==> src/rtl/phr_pkg.sv <==
// Shared types and constants for the plate heat relaxation unit.
// No dependencies; the RTL files that use it refer to it by scoped names, the testbench files import it.
package phr_pkg;

   localparam int GRID_ROWS_DEF = 6;
   localparam int GRID_COLS_DEF = 8;

   localparam int DATA_W     = 32;
   localparam int SUM_W      = DATA_W + 2;
   localparam int TOL_W      = 31;
   localparam int CNT_W      = 16;
   localparam int IDX_W      = 4;
   localparam int CSR_ADDR_W = 5;
   localparam int CSR_DATA_W = 32;

   localparam logic [TOL_W-1:0] TOL_RESET   = TOL_W'(655);
   localparam logic [CNT_W-1:0] LIMIT_RESET = '1;

   typedef enum logic [2:0] {
      REG_TOP    = 3'd0,
      REG_RIGHT  = 3'd1,
      REG_BOTTOM = 3'd2,
      REG_LEFT   = 3'd3,
      REG_TOL    = 3'd4,
      REG_LIMIT  = 3'd5
   } csr_reg_type;

   typedef enum logic [2:0] {
      NB_UP    = 3'd0,
      NB_LEFT  = 3'd1,
      NB_RIGHT = 3'd2,
      NB_DOWN  = 3'd3,
      NB_CTR   = 3'd4
   } nb_type;

   typedef struct packed {
      logic signed [DATA_W-1:0] top_temp;
      logic signed [DATA_W-1:0] right_temp;
      logic signed [DATA_W-1:0] bottom_temp;
      logic signed [DATA_W-1:0] left_temp;
      logic [TOL_W-1:0]         change_tolerance;
      logic [CNT_W-1:0]         sweep_limit;
   } cfg_type;

   typedef struct packed {
      logic   init_start;
      logic   pos_first;
      logic   next_full;
      logic   next_inner;
      logic   init_we;
      logic   rd_en;
      nb_type rd_sel;
      logic   wb;
      logic   clear_large;
      logic   sweep_clr;
      logic   sweep_inc;
      logic   limited_we;
      logic   limited_val;
      logic   out_load;
   } cmd_type;

   typedef struct packed {
      logic last_full;
      logic last_inner;
      logic big_change;
      logic limit_hit;
   } status_type;

endpackage

==> src/rtl/phr_if.sv <==
// Handshake channel interfaces for the start item and the result items.
// Depends on phr_pkg for field widths.
interface phr_req_if;
   logic valid;
   logic ready;
   logic start_request;

   modport source (output valid, output start_request, input ready);
   modport sink   (input valid, input start_request, output ready);
endinterface

interface phr_rsp_if;
   logic                              valid;
   logic                              ready;
   logic [phr_pkg::IDX_W-1:0]         cell_row;
   logic [phr_pkg::IDX_W-1:0]         cell_col;
   logic signed [phr_pkg::DATA_W-1:0] cell_temp;
   logic [phr_pkg::CNT_W-1:0]         sweeps_used;
   logic                              hit_limit;
   logic                              last_cell;

   modport source (output valid, output cell_row, output cell_col, output cell_temp,
                   output sweeps_used, output hit_limit, output last_cell, input ready);
   modport sink   (input valid, input cell_row, input cell_col, input cell_temp,
                   input sweeps_used, input hit_limit, input last_cell, output ready);
endinterface

==> src/rtl/phr_ram.sv <==
// Generic single-write, single-read RAM with registered read data.
// No dependencies.
module phr_ram #(
   parameter int WIDTH = 32,
   parameter int DEPTH = 48
) (
   input  logic                     clock,
   input  logic                     we,
   input  logic [$clog2(DEPTH)-1:0] waddr,
   input  logic [WIDTH-1:0]         wdata,
   input  logic [$clog2(DEPTH)-1:0] raddr,
   output logic [WIDTH-1:0]         rdata
);

   logic [WIDTH-1:0] mem_ff [DEPTH];
   logic [WIDTH-1:0] rdata_ff;

   always_ff @(posedge clock) begin
      if (we) begin
         mem_ff[waddr] <= wdata;
      end
      rdata_ff <= mem_ff[raddr];
   end

   assign rdata = rdata_ff;

endmodule

==> src/rtl/phr_datapath.sv <==
// Datapath: grid RAM, cell position counters, neighbour accumulator,
// change check, sweep counter and result register. Uses phr_pkg, phr_ram.
module phr_datapath #(
   parameter int GRID_ROWS = phr_pkg::GRID_ROWS_DEF,
   parameter int GRID_COLS = phr_pkg::GRID_COLS_DEF
) (
   input  logic                clock,
   input  logic                reset,
   input  phr_pkg::cfg_type    cfg,
   input  phr_pkg::cmd_type    cmd,
   output phr_pkg::status_type st,
   output logic [phr_pkg::IDX_W-1:0]         cell_row,
   output logic [phr_pkg::IDX_W-1:0]         cell_col,
   output logic signed [phr_pkg::DATA_W-1:0] cell_temp,
   output logic [phr_pkg::CNT_W-1:0]         sweeps_used,
   output logic                              hit_limit,
   output logic                              last_cell
);

   localparam int DEPTH  = GRID_ROWS * GRID_COLS;
   localparam int ADDR_W = $clog2(DEPTH);
   localparam int RW     = $clog2(GRID_ROWS);
   localparam int CW     = $clog2(GRID_COLS);
   localparam int DW     = phr_pkg::DATA_W;
   localparam int SW     = phr_pkg::SUM_W;

   logic [RW-1:0] r_ff, r_in;
   logic [CW-1:0] c_ff, c_in;

   logic [ADDR_W-1:0] base;
   logic [ADDR_W-1:0] raddr;
   logic [DW-1:0]     rdata;
   logic [DW-1:0]     wdata;
   logic              we;
   logic signed [DW-1:0] load_val;

   logic               rd_vld_ff;
   phr_pkg::nb_type    rd_sel_ff;
   logic signed [SW-1:0] sum_ff, sum_in;
   logic signed [DW-1:0] old_ff;
   logic signed [DW-1:0] nv;
   logic signed [DW:0]   diff;
   logic [DW-1:0]        diff_ff;
   logic                 chk_ff;
   logic                 large_ff;
   logic                 diff_big;

   logic [phr_pkg::CNT_W-1:0] sweep_ff;
   logic                      limited_ff;

   logic [phr_pkg::IDX_W-1:0]  row_q_ff, col_q_ff;
   logic signed [DW-1:0]       temp_q_ff;
   logic                       last_q_ff;

   // position counters
   always_comb begin
      r_in = r_ff;
      c_in = c_ff;
      if (cmd.init_start) begin
         r_in = '0;
         c_in = '0;
      end else if (cmd.pos_first) begin
         r_in = RW'(1);
         c_in = CW'(1);
      end else if (cmd.next_full) begin
         if (c_ff == CW'(GRID_COLS - 1)) begin
            c_in = '0;
            r_in = r_ff + RW'(1);
         end else begin
            c_in = c_ff + CW'(1);
         end
      end else if (cmd.next_inner) begin
         if (c_ff == CW'(GRID_COLS - 2)) begin
            c_in = CW'(1);
            r_in = r_ff + RW'(1);
         end else begin
            c_in = c_ff + CW'(1);
         end
      end
   end

   assign base = ADDR_W'(r_ff) * ADDR_W'(GRID_COLS) + ADDR_W'(c_ff);

   always_comb begin
      case (cmd.rd_sel)
         phr_pkg::NB_UP:    raddr = base - ADDR_W'(GRID_COLS);
         phr_pkg::NB_DOWN:  raddr = base + ADDR_W'(GRID_COLS);
         phr_pkg::NB_LEFT:  raddr = base - ADDR_W'(1);
         phr_pkg::NB_RIGHT: raddr = base + ADDR_W'(1);
         default:           raddr = base;
      endcase
   end

   always_comb begin
      if (r_ff == '0) begin
         load_val = cfg.top_temp;
      end else if (r_ff == RW'(GRID_ROWS - 1)) begin
         load_val = cfg.bottom_temp;
      end else if (c_ff == '0) begin
         load_val = cfg.left_temp;
      end else if (c_ff == CW'(GRID_COLS - 1)) begin
         load_val = cfg.right_temp;
      end else begin
         load_val = '0;
      end
   end

   assign nv    = sum_ff[SW-1:2];
   assign we    = cmd.init_we | cmd.wb;
   assign wdata = cmd.init_we ? load_val : nv;

   phr_ram #(
      .WIDTH (DW),
      .DEPTH (DEPTH)
   ) u_grid (
      .clock (clock),
      .we    (we),
      .waddr (base),
      .wdata (wdata),
      .raddr (raddr),
      .rdata (rdata)
   );

   // neighbour sum, one read a cycle
   always_comb begin
      sum_in = sum_ff;
      if (rd_vld_ff) begin
         case (rd_sel_ff)
            phr_pkg::NB_UP:  sum_in = SW'(signed'(rdata));
            phr_pkg::NB_CTR: sum_in = sum_ff;
            default:         sum_in = sum_ff + SW'(signed'(rdata));
         endcase
      end
   end

   assign diff     = {old_ff[DW-1], old_ff} - {nv[DW-1], nv};
   assign diff_big = chk_ff && (diff_ff > DW'(cfg.change_tolerance));

   always_ff @(posedge clock) begin
      if (reset) begin
         r_ff       <= '0;
         c_ff       <= '0;
         rd_vld_ff  <= 1'b0;
         rd_sel_ff  <= phr_pkg::NB_UP;
         chk_ff     <= 1'b0;
         large_ff   <= 1'b0;
         sweep_ff   <= '0;
         limited_ff <= 1'b0;
      end else begin
         r_ff      <= r_in;
         c_ff      <= c_in;
         rd_vld_ff <= cmd.rd_en;
         rd_sel_ff <= cmd.rd_sel;
         if (cmd.clear_large) begin
            chk_ff   <= 1'b0;
            large_ff <= 1'b0;
         end else begin
            chk_ff   <= cmd.wb;
            large_ff <= large_ff | diff_big;
         end
         if (cmd.sweep_clr) begin
            sweep_ff <= '0;
         end else if (cmd.sweep_inc) begin
            sweep_ff <= sweep_ff + phr_pkg::CNT_W'(1);
         end
         if (cmd.limited_we) begin
            limited_ff <= cmd.limited_val;
         end
      end
   end

   always_ff @(posedge clock) begin
      sum_ff <= sum_in;
      if (rd_vld_ff && rd_sel_ff == phr_pkg::NB_CTR) begin
         old_ff <= rdata;
      end
      if (cmd.wb) begin
         diff_ff <= diff[DW] ? DW'(-diff) : diff[DW-1:0];
      end
      if (cmd.out_load) begin
         row_q_ff  <= phr_pkg::IDX_W'(r_ff);
         col_q_ff  <= phr_pkg::IDX_W'(c_ff);
         temp_q_ff <= rdata;
         last_q_ff <= st.last_inner;
      end
   end

   assign st.last_full  = (r_ff == RW'(GRID_ROWS - 1)) && (c_ff == CW'(GRID_COLS - 1));
   assign st.last_inner = (r_ff == RW'(GRID_ROWS - 2)) && (c_ff == CW'(GRID_COLS - 2));
   assign st.big_change = large_ff | diff_big;
   assign st.limit_hit  = sweep_ff >= cfg.sweep_limit;

   assign cell_row    = row_q_ff;
   assign cell_col    = col_q_ff;
   assign cell_temp   = temp_q_ff;
   assign sweeps_used = sweep_ff;
   assign hit_limit   = limited_ff;
   assign last_cell   = last_q_ff;

endmodule

==> src/rtl/phr_ctrl.sv <==
// Controller: sequences grid load, relaxation sweeps and result readout.
// Uses phr_pkg; drives the datapath by command struct.
module phr_ctrl (
   input  logic                clock,
   input  logic                reset,
   input  logic                req_valid,
   input  logic                req_start,
   output logic                req_ready,
   output logic                rsp_valid,
   input  logic                rsp_ready,
   input  phr_pkg::status_type dp_st,
   output phr_pkg::cmd_type    cmd
);

   typedef enum logic [3:0] {
      S_IDLE, S_INIT, S_READ, S_LAST, S_WB, S_DECIDE, S_ORD, S_OLOAD, S_OWAIT
   } state_type;

   state_type  state_ff, state_in;
   logic [2:0] step_ff, step_in;
   logic       req_ready_ff, req_ready_in;
   logic       rsp_valid_ff, rsp_valid_in;

   always_comb begin
      state_in     = state_ff;
      step_in      = step_ff;
      req_ready_in = req_ready_ff;
      rsp_valid_in = rsp_valid_ff;
      cmd          = '0;
      cmd.rd_sel   = phr_pkg::NB_CTR;
      case (state_ff)
         S_IDLE: begin
            if (req_valid && req_ready_ff && req_start) begin
               cmd.init_start = 1'b1;
               req_ready_in   = 1'b0;
               state_in       = S_INIT;
            end
         end
         S_INIT: begin
            cmd.init_we = 1'b1;
            if (dp_st.last_full) begin
               cmd.pos_first   = 1'b1;
               cmd.clear_large = 1'b1;
               cmd.sweep_clr   = 1'b1;
               step_in         = '0;
               state_in        = S_READ;
            end else begin
               cmd.next_full = 1'b1;
            end
         end
         S_READ: begin
            cmd.rd_en = 1'b1;
            case (step_ff)
               3'd0:    cmd.rd_sel = phr_pkg::NB_UP;
               3'd1:    cmd.rd_sel = phr_pkg::NB_LEFT;
               3'd2:    cmd.rd_sel = phr_pkg::NB_RIGHT;
               3'd3:    cmd.rd_sel = phr_pkg::NB_DOWN;
               default: cmd.rd_sel = phr_pkg::NB_CTR;
            endcase
            if (step_ff == 3'd4) begin
               state_in = S_LAST;
            end
            step_in = step_ff + 3'd1;
         end
         S_LAST: begin
            state_in = S_WB;
         end
         S_WB: begin
            cmd.wb  = 1'b1;
            step_in = '0;
            if (dp_st.last_inner) begin
               cmd.sweep_inc = 1'b1;
               state_in      = S_DECIDE;
            end else begin
               cmd.next_inner = 1'b1;
               state_in       = S_READ;
            end
         end
         S_DECIDE: begin
            cmd.pos_first = 1'b1;
            if (!dp_st.big_change) begin
               cmd.limited_we  = 1'b1;
               cmd.limited_val = 1'b0;
               state_in        = S_ORD;
            end else if (dp_st.limit_hit) begin
               cmd.limited_we  = 1'b1;
               cmd.limited_val = 1'b1;
               state_in        = S_ORD;
            end else begin
               cmd.clear_large = 1'b1;
               state_in        = S_READ;
            end
         end
         S_ORD: begin
            cmd.rd_en = 1'b1;
            state_in  = S_OLOAD;
         end
         S_OLOAD: begin
            cmd.out_load = 1'b1;
            rsp_valid_in = 1'b1;
            state_in     = S_OWAIT;
         end
         S_OWAIT: begin
            if (rsp_ready) begin
               rsp_valid_in = 1'b0;
               if (dp_st.last_inner) begin
                  req_ready_in = 1'b1;
                  state_in     = S_IDLE;
               end else begin
                  cmd.next_inner = 1'b1;
                  state_in       = S_ORD;
               end
            end
         end
         default: begin
            state_in = S_IDLE;
         end
      endcase
   end

   always_ff @(posedge clock) begin
      if (reset) begin
         state_ff     <= S_IDLE;
         step_ff      <= '0;
         req_ready_ff <= 1'b1;
         rsp_valid_ff <= 1'b0;
      end else begin
         state_ff     <= state_in;
         step_ff      <= step_in;
         req_ready_ff <= req_ready_in;
         rsp_valid_ff <= rsp_valid_in;
      end
   end

   assign req_ready = req_ready_ff;
   assign rsp_valid = rsp_valid_ff;

   a_no_overlap: assert property (@(posedge clock) disable iff (reset)
      rsp_valid_ff |-> !req_ready_ff)
      else $error("result pending while start is accepted");

   a_start_busy: assert property (@(posedge clock) disable iff (reset)
      (req_valid && req_ready_ff && req_start) |=> !req_ready_ff)
      else $error("still ready after a start item");

   a_run_done: assert property (@(posedge clock) disable iff (reset)
      (rsp_valid_ff && rsp_ready && dp_st.last_inner) |=> (req_ready_ff && !rsp_valid_ff))
      else $error("not idle after the final item");

endmodule

==> src/rtl/plate_heat_relaxation_unit.sv <==
// Plate heat relaxation unit, top level: CSR bank, controller, datapath.
// Depends on phr_pkg, phr_if, phr_ram, phr_datapath, phr_ctrl.
//
// Usage: write the boundary temperatures, tolerance and sweep limit over the
// APB port while idle, then send one item on req_ch. An item with
// start_request high loads the grid (one RAM write per cell) and runs
// Gauss-Seidel sweeps; one with it low is taken and dropped. Each sweep
// makes five reads through the single read port of the grid RAM, a settle
// and a write-back per cell. After the final sweep the interior cells leave
// on rsp_ch in row order; each is read out only after the receiver has
// taken the one before. last_cell marks the final one.
// req_ch.ready is low from a start until the final item is taken. A stalled
// receiver holds the item in the output register and pauses readout.
// Reset returns to idle, ready high, CSRs at their reset values.
module plate_heat_relaxation_unit #(
   parameter int GRID_ROWS = phr_pkg::GRID_ROWS_DEF,
   parameter int GRID_COLS = phr_pkg::GRID_COLS_DEF
) (
   input  logic                               clock,
   input  logic                               reset,
   phr_req_if.sink                            req_ch,
   phr_rsp_if.source                          rsp_ch,
   input  logic                               psel,
   input  logic                               penable,
   input  logic                               pwrite,
   input  logic [phr_pkg::CSR_ADDR_W-1:0]     paddr,
   input  logic [phr_pkg::CSR_DATA_W-1:0]     pwdata,
   output logic [phr_pkg::CSR_DATA_W-1:0]     prdata,
   output logic                               pready
);

   phr_pkg::cfg_type    cfg_ff;
   phr_pkg::cmd_type    cmd;
   phr_pkg::status_type st;
   logic                csr_wr;
   logic [2:0]          csr_idx;

   assign csr_wr  = psel & penable & pwrite;
   assign csr_idx = paddr[4:2];
   assign pready  = 1'b1;

   always_ff @(posedge clock) begin
      if (reset) begin
         cfg_ff.top_temp         <= '0;
         cfg_ff.right_temp       <= '0;
         cfg_ff.bottom_temp      <= '0;
         cfg_ff.left_temp        <= '0;
         cfg_ff.change_tolerance <= phr_pkg::TOL_RESET;
         cfg_ff.sweep_limit      <= phr_pkg::LIMIT_RESET;
      end else if (csr_wr) begin
         case (csr_idx)
            phr_pkg::REG_TOP:    cfg_ff.top_temp         <= pwdata;
            phr_pkg::REG_RIGHT:  cfg_ff.right_temp       <= pwdata;
            phr_pkg::REG_BOTTOM: cfg_ff.bottom_temp      <= pwdata;
            phr_pkg::REG_LEFT:   cfg_ff.left_temp        <= pwdata;
            phr_pkg::REG_TOL:    cfg_ff.change_tolerance <= pwdata[phr_pkg::TOL_W-1:0];
            phr_pkg::REG_LIMIT:  cfg_ff.sweep_limit      <= pwdata[phr_pkg::CNT_W-1:0];
            default: ;
         endcase
      end
   end

   always_comb begin
      case (csr_idx)
         phr_pkg::REG_TOP:    prdata = cfg_ff.top_temp;
         phr_pkg::REG_RIGHT:  prdata = cfg_ff.right_temp;
         phr_pkg::REG_BOTTOM: prdata = cfg_ff.bottom_temp;
         phr_pkg::REG_LEFT:   prdata = cfg_ff.left_temp;
         phr_pkg::REG_TOL:    prdata = phr_pkg::CSR_DATA_W'(cfg_ff.change_tolerance);
         phr_pkg::REG_LIMIT:  prdata = phr_pkg::CSR_DATA_W'(cfg_ff.sweep_limit);
         default:             prdata = '0;
      endcase
   end

   phr_ctrl u_ctrl (
      .clock     (clock),
      .reset     (reset),
      .req_valid (req_ch.valid),
      .req_start (req_ch.start_request),
      .req_ready (req_ch.ready),
      .rsp_valid (rsp_ch.valid),
      .rsp_ready (rsp_ch.ready),
      .dp_st     (st),
      .cmd       (cmd)
   );

   phr_datapath #(
      .GRID_ROWS (GRID_ROWS),
      .GRID_COLS (GRID_COLS)
   ) u_dp (
      .clock       (clock),
      .reset       (reset),
      .cfg         (cfg_ff),
      .cmd         (cmd),
      .st          (st),
      .cell_row    (rsp_ch.cell_row),
      .cell_col    (rsp_ch.cell_col),
      .cell_temp   (rsp_ch.cell_temp),
      .sweeps_used (rsp_ch.sweeps_used),
      .hit_limit   (rsp_ch.hit_limit),
      .last_cell   (rsp_ch.last_cell)
   );

endmodule

==> src/flat_wrapper.sv <==
// flat-port wrapper written by rule: the top's interface ports become plain ports
module plate_heat_relaxation_unit_flat 
#(
   parameter int GRID_ROWS = phr_pkg::GRID_ROWS_DEF,
   parameter int GRID_COLS = phr_pkg::GRID_COLS_DEF
)
  (clock, reset, psel, penable, pwrite, paddr, pwdata, prdata, pready, req_ch_valid, req_ch_start_request, req_ch_ready, rsp_ch_valid, rsp_ch_cell_row, rsp_ch_cell_col, rsp_ch_cell_temp, rsp_ch_sweeps_used, rsp_ch_hit_limit, rsp_ch_last_cell, rsp_ch_ready);
  phr_req_if req_ch_i ();
  phr_rsp_if rsp_ch_i ();
  input  logic clock;
  input  logic reset;
  input  logic psel;
  input  logic penable;
  input  logic pwrite;
  input  logic [phr_pkg::CSR_ADDR_W-1:0] paddr;
  input  logic [phr_pkg::CSR_DATA_W-1:0] pwdata;
  output logic [phr_pkg::CSR_DATA_W-1:0] prdata;
  output logic pready;
  input wire logic [$bits(req_ch_i.valid)-1:0] req_ch_valid;
  input wire logic [$bits(req_ch_i.start_request)-1:0] req_ch_start_request;
  output wire logic [$bits(req_ch_i.ready)-1:0] req_ch_ready;
  output wire logic [$bits(rsp_ch_i.valid)-1:0] rsp_ch_valid;
  output wire logic [$bits(rsp_ch_i.cell_row)-1:0] rsp_ch_cell_row;
  output wire logic [$bits(rsp_ch_i.cell_col)-1:0] rsp_ch_cell_col;
  output wire logic [$bits(rsp_ch_i.cell_temp)-1:0] rsp_ch_cell_temp;
  output wire logic [$bits(rsp_ch_i.sweeps_used)-1:0] rsp_ch_sweeps_used;
  output wire logic [$bits(rsp_ch_i.hit_limit)-1:0] rsp_ch_hit_limit;
  output wire logic [$bits(rsp_ch_i.last_cell)-1:0] rsp_ch_last_cell;
  input wire logic [$bits(rsp_ch_i.ready)-1:0] rsp_ch_ready;
  assign req_ch_i.valid = req_ch_valid;
  assign req_ch_i.start_request = req_ch_start_request;
  assign req_ch_ready = req_ch_i.ready;
  assign rsp_ch_valid = rsp_ch_i.valid;
  assign rsp_ch_cell_row = rsp_ch_i.cell_row;
  assign rsp_ch_cell_col = rsp_ch_i.cell_col;
  assign rsp_ch_cell_temp = rsp_ch_i.cell_temp;
  assign rsp_ch_sweeps_used = rsp_ch_i.sweeps_used;
  assign rsp_ch_hit_limit = rsp_ch_i.hit_limit;
  assign rsp_ch_last_cell = rsp_ch_i.last_cell;
  assign rsp_ch_i.ready = rsp_ch_ready;
  plate_heat_relaxation_unit #(.GRID_ROWS(GRID_ROWS), .GRID_COLS(GRID_COLS)) u_core (.clock(clock), .reset(reset), .req_ch(req_ch_i), .rsp_ch(rsp_ch_i), .psel(psel), .penable(penable), .pwrite(pwrite), .paddr(paddr), .pwdata(pwdata), .prdata(prdata), .pready(pready));
endmodule
==> config.mk <==
export PLATFORM = sky130hd
export DESIGN_NAME = plate_heat_relaxation_unit_flat
export DESIGN_NICKNAME = d
export VERILOG_FILES = /design/src/rtl/phr_pkg.sv /design/src/rtl/phr_if.sv /design/src/rtl/phr_ram.sv /design/src/rtl/phr_datapath.sv /design/src/rtl/phr_ctrl.sv /design/src/rtl/plate_heat_relaxation_unit.sv /design/src/flat_wrapper.sv
export SDC_FILE = /design/constraint.sdc
export NUM_CORES = 2
export LEC_CHECK = 0
export BUFFER_PORTS_ARGS = -buffer_cell sky130_fd_sc_hd__buf_2
export CAP_MARGIN = 20
export CORE_ASPECT_RATIO = 0.5
export CORE_MARGIN = 5
export CORE_UTILIZATION = 60
export DETAILED_ROUTE_END_ITERATION = 12
export GPL_ROUTABILITY_DRIVEN = 0
export PLACE_DENSITY = 0.77
export SLEW_MARGIN = 20
export SYNTH_ARGS = -nofsm -noshare
export SYNTH_HDL_FRONTEND = slang
export SYNTH_SLANG_ARGS = --single-unit
==> constraint.sdc <==
create_clock -name clock -period 8.9 [get_ports clock]
set_input_delay 0.445 -clock clock [delete_from_list [all_inputs] [get_ports clock]]
set_output_delay 0.445 -clock clock [all_outputs]
set_load 0.02 [all_outputs]
[Word level (Yosys, flattened, before mapping)]
Memories as Yosys holds them, arrays and structs flattened. A register that Yosys moved wholly into a read port is not among the register bits.
Cells that the tools add are included.
Cells by class
  order comparisons: 2
  bitwise operators: 5
  reduce and logical (&&, ||, !) cells: 38
  equality and inequality tests: 32
  mux-type cells: 63
  add/subtract/negate cells: 12
Operators by type and width (count)
  32-bit two-way mux: 6
  32-bit one-hot mux with 6 select lines: 1
  34-bit one-hot mux with 2 select lines: 1
  3-bit two-way mux: 13
  4-bit one-hot mux with 9 select lines: 1
  34-bit by 32-bit adder with 34-bit output: 1
  32-bit by 32-bit subtractor with 33-bit output: 1
  32-bit by 31-bit > comparator with 1-bit output: 1
  32-bit negator: 1
  3-bit equality test, second input constant: 8
  1-bit two-way mux: 24
  6-bit one-hot mux with 4 select lines: 1
  4-bit two-way mux: 5
  3-bit by 2-bit equality test with 1-bit output, second input constant: 6
  3-bit logical NOT: 6
  2-bit AND reduction: 9
  16-bit by 1-bit adder with 16-bit output, second input constant: 1
  4-bit by 3-bit equality test with 1-bit output, second input constant: 4
  16-bit greater-or-equal comparator: 1
  3-bit one-hot mux with 4 select lines: 1
  1-bit one-hot mux with 2 select lines: 5
  3-bit by 1-bit adder with 3-bit output, second input constant: 3
  3-bit by 1-bit equality test with 1-bit output, second input constant: 3
  3-bit one-hot mux with 3 select lines: 1
  other kinds (23): 48
Storage, ports and cells
  word-level logic and storage cells: 180
  bits of input ports: 45
  memories kept: 1
  output and inout bits: 93
  memory bits (writable): 1536
  register bits: 350
Memory list
  u_core.u_dp.u_grid.mem_ff: words 48, width 32, rd ports 1, clocked after memory_dff 1, write ports 1, RTL line phr_ram.sv:15  | logic [WIDTH-1:0] mem_ff [DEPTH];

[Longest topological paths before layout]
  depth in word-level cells: 8
  mapped depth: 18
  depth with buffers taken out: 16

[Cells and area by module]
A second synthesis with hierarchy kept.
Second synthesis, totals
  cells, all modules: 5352
  area total of the unflattened synthesis: 82142.5 µm²
Modules (own cells, without submodules)
  phr_ram: times used 1, area an instance 60145.2 µm², sequential area each 46764.9 µm², cells each 2909
  phr_datapath: times used 1, area an instance 12797.3 µm², sequential area each 4694.5 µm², cells each 1443
  plate_heat_relaxation_unit: times used 1, area an instance 8391.8 µm², sequential area each 3503.4 µm², cells each 892
  phr_ctrl: times used 1, area an instance 808.3 µm², sequential area each 180.2 µm², cells each 108

[Worst setup path before layout]
No wires, ideal clock.
  kind: reg-to-reg
  start point: reg u_core.u_dp.c_ff[1]
  end point: mem u_core.u_dp.u_grid.mem_ff[0][0] (data pin)
  cell stages (with the launch flop): 9
  period minus slack after synthesis: 4291 ps
  arrival: 3713 ps
  slack: 4609 ps
  buffers on the path: 2
  cells stage by stage: dfxtp_1 ha_1 ha_1 clkbuf_1 clkbuf_1 nand3_1 a311oi_1 a21oi_1 o21ai_0
Between the ends
  cells in the longest elaborated chain, start to end: 6
Ends and longest elaborated chain
  start: declaration: RTL line phr_datapath.sv:28  | logic [CW-1:0] c_ff, c_in;
  start signal: assignment: RTL line phr_datapath.sv:151  | c_ff <= c_in;
  3-bit equality test: RTL line phr_datapath.sv:101  | end else if (c_ff == CW'(GRID_COLS - 1)) begin
  32-bit two-way mux: RTL line phr_datapath.sv:101
  32-bit two-way mux *: RTL line phr_datapath.sv:99  | end else if (c_ff == '0) begin
  32-bit two-way mux *: RTL line phr_datapath.sv:97  | end else if (r_ff == RW'(GRID_ROWS - 1)) begin
  32-bit two-way mux *: RTL line phr_datapath.sv:95  | if (r_ff == '0) begin
  32-bit two-way mux *: RTL line phr_datapath.sv:110  | assign wdata = cmd.init_we ? load_val : nv;
  via u_core.u_dp.u_grid.wdata[0]: RTL line phr_ram.sv:10  | input logic [WIDTH-1:0] wdata,
  end: declaration: RTL line phr_ram.sv:15
The timed path passes the listed nets; every way through them passes the cells marked *.

[Worst setup path after layout]
  start point: reg u_core.u_ctrl.state_ff[3]
  end point: reg u_core.u_dp.u_grid.rdata_ff[26], in the netlist u_core.u_dp.u_grid.rdata[26], read port of u_core.u_dp.u_grid.mem_ff
Between the ends
  cells in the longest elaborated chain, start to end: 4
Ends and longest elaborated chain
  start: declaration: RTL line phr_ctrl.sv:19  | state_type state_ff, state_in;
  start signal: assignment: RTL line phr_ctrl.sv:128  | state_ff <= state_in;
  4-bit by 2-bit equality test with 1-bit output *: RTL line phr_ctrl.sv:31  | case (state_ff)
  3-bit two-way mux *: RTL line phr_ctrl.sv:31
  3-bit by 2-bit equality test with 1-bit output, or another cell as far along: RTL line phr_datapath.sv:85  | case (cmd.rd_sel)
  6-bit one-hot mux with 4 select lines *: RTL line phr_datapath.sv:85
  end: declaration: RTL line phr_ram.sv:16  | logic [WIDTH-1:0] rdata_ff;
Mark *: on every way between the ends. The rest lies on a longest branch, timed or not.
A chain may end at the register's enable or synchronous reset.

==> flow_metrics.tcl <==
set metrics [dict create \
    worstReg2RegStart "u_core.u_ctrl.state_ff[3]" \
    grt_max_degree 114 \
    hpwl_um 113000 \
    cp_data_arrival_time_ps 6120 \
    finalInstanceArea_um2 90400 \
    avgSynthCellArea_um2 16.1 \
    numCtsBuffers 163 \
    rr_worst_depth 14 \
    floorplan.rows 95 \
    grt_overflow 0 \
    clk_pin_slew_ps 70 \
    power_frac_seq_pct 45.9 \
    required_ps 9580 \
    cp_slowest_cell "buf_12" \
    dr.pass1.iters 9 \
    drt-initial-drc-count 7536 \
    yosys_register_bits 1918 \
    setup_viol 0 \
    num_antenna_cells 0 \
    ant_nets 0 \
    wl_um 212000 \
    io_pins 138 \
    p_int_mw 17.5 \
    synth_edf_count 1673 \
    cellPowerDensity_nw_per_um2 276 \
    layout_common_cells "edfxtp_1, nand2_1, mux4_2" \
    startpoint "u_core.u_ctrl.state_ff[3]" \
    setup_tns_ps 0 \
    synthFlopType "edfxtp_1" \
    grt_pass1_vias 47400 \
    p_comb_share_pct 24.8 \
    cts.sinks 1918 \
    final_common_cell "edfxtp_1" \
    hold_class "primary input to register" \
    crit_end "u_core.u_dp.u_grid.rdata[26]" \
    worst_skew_pair.late_latency_ps 800 \
    grt_pass1_wl_um 304000 \
    clockPowerShare_pct 29.3 \
    fin_nets 5350 \
    finClkSkew_ps 33.7 \
    critPathLaunchType "register" \
    yosysUniqueCellTypes 86 \
    hold_viol_final 0 \
    die_x_um 528 \
    cpPeakStageDelay_ps 590 \
    swShare_pct 30.0 \
    power_mw 25.0 \
    peakVddDrop_uv 171 \
    multi_input_area_um2 24600 \
    drive_gt1_share_pct 19.6 \
    synthArstFlopShare_pct 0 \
    timing.hold.ws_ps 105 \
    crit_type "register to register" \
    p_leak_nw 31.2 \
    grt_usage_pct 29.0 \
    max_cap_viol_count 0 \
    rrSetupSlack_ps 3460 \
    postSynthCellCount 4993 \
    fin_crit_sh_pct 61.2 \
    drv_slew 0 \
    maxClockFrequency_ghz 0.184 \
    root_buffer "clkbuf_16" \
    regArea_um2 55100 \
    cp_max_fo 80 \
    vias 48300 \
    place_area_um2 83900 \
    core_area_um2 134000 \
    fill_cells 8227 \
    dieArea_um2 142000 \
    syn_to_final_growth_pct 12.3 \
    timing.slew.headroom_pct 22.4 \
    cts_htree_levels 4 \
    post-cts-setup-buffers 0 \
    finalCriticalPeriod_ps 5440 \
    worst_pin_slew_ps 1160 \
    drc 0 \
    status "complete, no violations" \
    wl_per_cell_um 29.9 \
    synth-seq-area-share_pct 68.5 \
    cts_buffer_depth 3 \
    r2r_end "u_core.u_dp.u_grid.rdata[26]" \
    syn_area_um2 80500 \
    via_per_inst 6.81 \
    yosys_warnings 0 \
    rsz0062_at_grt "false" \
    antenna_found_initial 6 \
    crit_chain "nor2_1 -> nand3b_1 -> nor2_1 -> nand2_1 -> fa_1 -> xnor2_1 -> nor2_1 -> a21oi_4 -> buf_4 -> buf_12 -> mux2i_1 -> mux2i_1 -> mux2i_1 -> o21ai_0" \
    die_y_um 269 \
    cts_tree "yes" \
    port_buffers 132 \
    start_util_pct 60.2 \
    endpoint_kind "register" \
    p_switching_mw 7.49 \
]
==> cells by family after synthesis <==
group                      synth area share [%]
DFF                                        68.5
and+or+nand+nor                            5.24
AOI/OAI and AO/OA                          6.14
muxes                                      14.9
buffers and inverters                      2.06
adders and majority gates                  2.11
xor gates and xnor gates                   1.05
other                                   0.00933
==> flip-flops by register name, summed over array words and instances (netlist names), 3 cells and up <==
| signal | flops |
|---|---|
| u_core.cfg_ff | 175 |
| u_core.u_dp.u_grid.rdata | 32 |
| u_core.u_ctrl.state_ff | 4 |
| u_core.u_dp.u_grid.mem_ff | 1536 |
| u_core.u_dp.old_ff | 32 |
| u_core.u_dp.cell_temp | 32 |
| u_core.u_dp.rd_sel_ff | 3 |
| u_core.u_dp.cell_row | 3 |
| u_core.u_dp.sum_ff | 34 |
| u_core.u_dp.cell_col | 3 |
| u_core.u_dp.r_ff | 3 |
| u_core.u_ctrl.step_ff | 3 |
| u_core.u_dp.diff_ff | 32 |
| u_core.u_dp.sweeps_used | 16 |
| u_core.u_dp.c_ff | 3 |
==> cell type report <==
class                           count  area share, %
Multi-Input combinational cell   2679           27.2
Timing Repair Buffer              289           2.89
Tap cell                         1794           2.48
Clock inverter                     82          0.969
Inverter                          120          0.498
Clock buffer                      214           4.97
Sequential cell                  1918           61.0
==> per-layer routing <==
layer	track usage [%]	vias up	part of all wire [%]
met5	0	-	0.0042
met4	10.2	2	3.5
met3	6.63	567	13
met2	46.9	3715	48
met1	39.5	24100	36
li1	-	19900	-
==> Yosys cell counts (44+ instances only) <==
master | number | area share, %
inv_1 | 119 | 0.56
a21o_1 | 44 | 0.41
o21ai_0 | 87 | 0.54
nand3_1 | 81 | 0.50
nor2_1 | 218 | 1.0
ha_1 | 131 | 2.0
edfxtp_1 | 1673 | 62
buf_2 | 61 | 0.38
mux2i_1 | 277 | 3.4
a22oi_1 | 53 | 0.49
a21oi_1 | 321 | 2.0
nand2_1 | 484 | 2.3
clkbuf_1 | 154 | 0.72
dfxtp_1 | 245 | 6.1
mux4_2 | 391 | 11
xnor2_1 | 50 | 0.54
a211oi_1 | 53 | 0.49
==> worst min-delay path by stage <==
stage          cells past startpoint          startpoint                 endpoint
2_1_floorplan                      2   u_core.cfg_ff[69]        u_core.cfg_ff[69]
3_3_place_gp                       2  u_core.cfg_ff[135]       u_core.cfg_ff[135]
3_5_place_dp                       2  u_core.cfg_ff[108]       u_core.cfg_ff[108]
4_1_cts                            3        req_ch_valid  u_core.u_ctrl.req_ready
5_1_grt                            3        req_ch_valid  u_core.u_ctrl.req_ready
6_report                           3        req_ch_valid  u_core.u_ctrl.req_ready
==> stage by stage <==
stage	util, %	instances	setup slack (ps)
2_1_floorplan	-	4994	4610
3_3_place_gp	62.8	6739	3990
3_5_place_dp	62.8	6739	3820
4_1_cts	67.0	7068	3810
5_1_grt	67.6	7096	3250
6_report	67.6	7096	3460
==> power groups by stage <==
| stage | Clock, mW | Combinational (mW) | Sequential (mW) |
|---|---|---|---|
| floorplan | 0 | 3.63 | 11.6 |
| global placement | 0 | 5.23 | 11.7 |
| detailed placement | 0 | 5.47 | 11.7 |
| CTS | 7.32 | 5.58 | 11.5 |
| global route | 7.77 | 6.54 | 11.5 |
| finish | 7.30 | 6.18 | 11.5 |
==> worst max-delay path: cells and delay by family (launching register included) <==
family,cells,cell delay (ps)
simple gates,5,1270
mux,3,1100
buf+inv,2,1060
compound gates,2,640
fa+ha+maj,1,450
flops,1,420
xor+xnor,1,160
==> repair_timing <==
action	in CTS	in global routing
hold buffers	33	0
endpoints found under the hold margin	176	0
gates resized for setup	0	0
(Power assumes the default switching activity.)
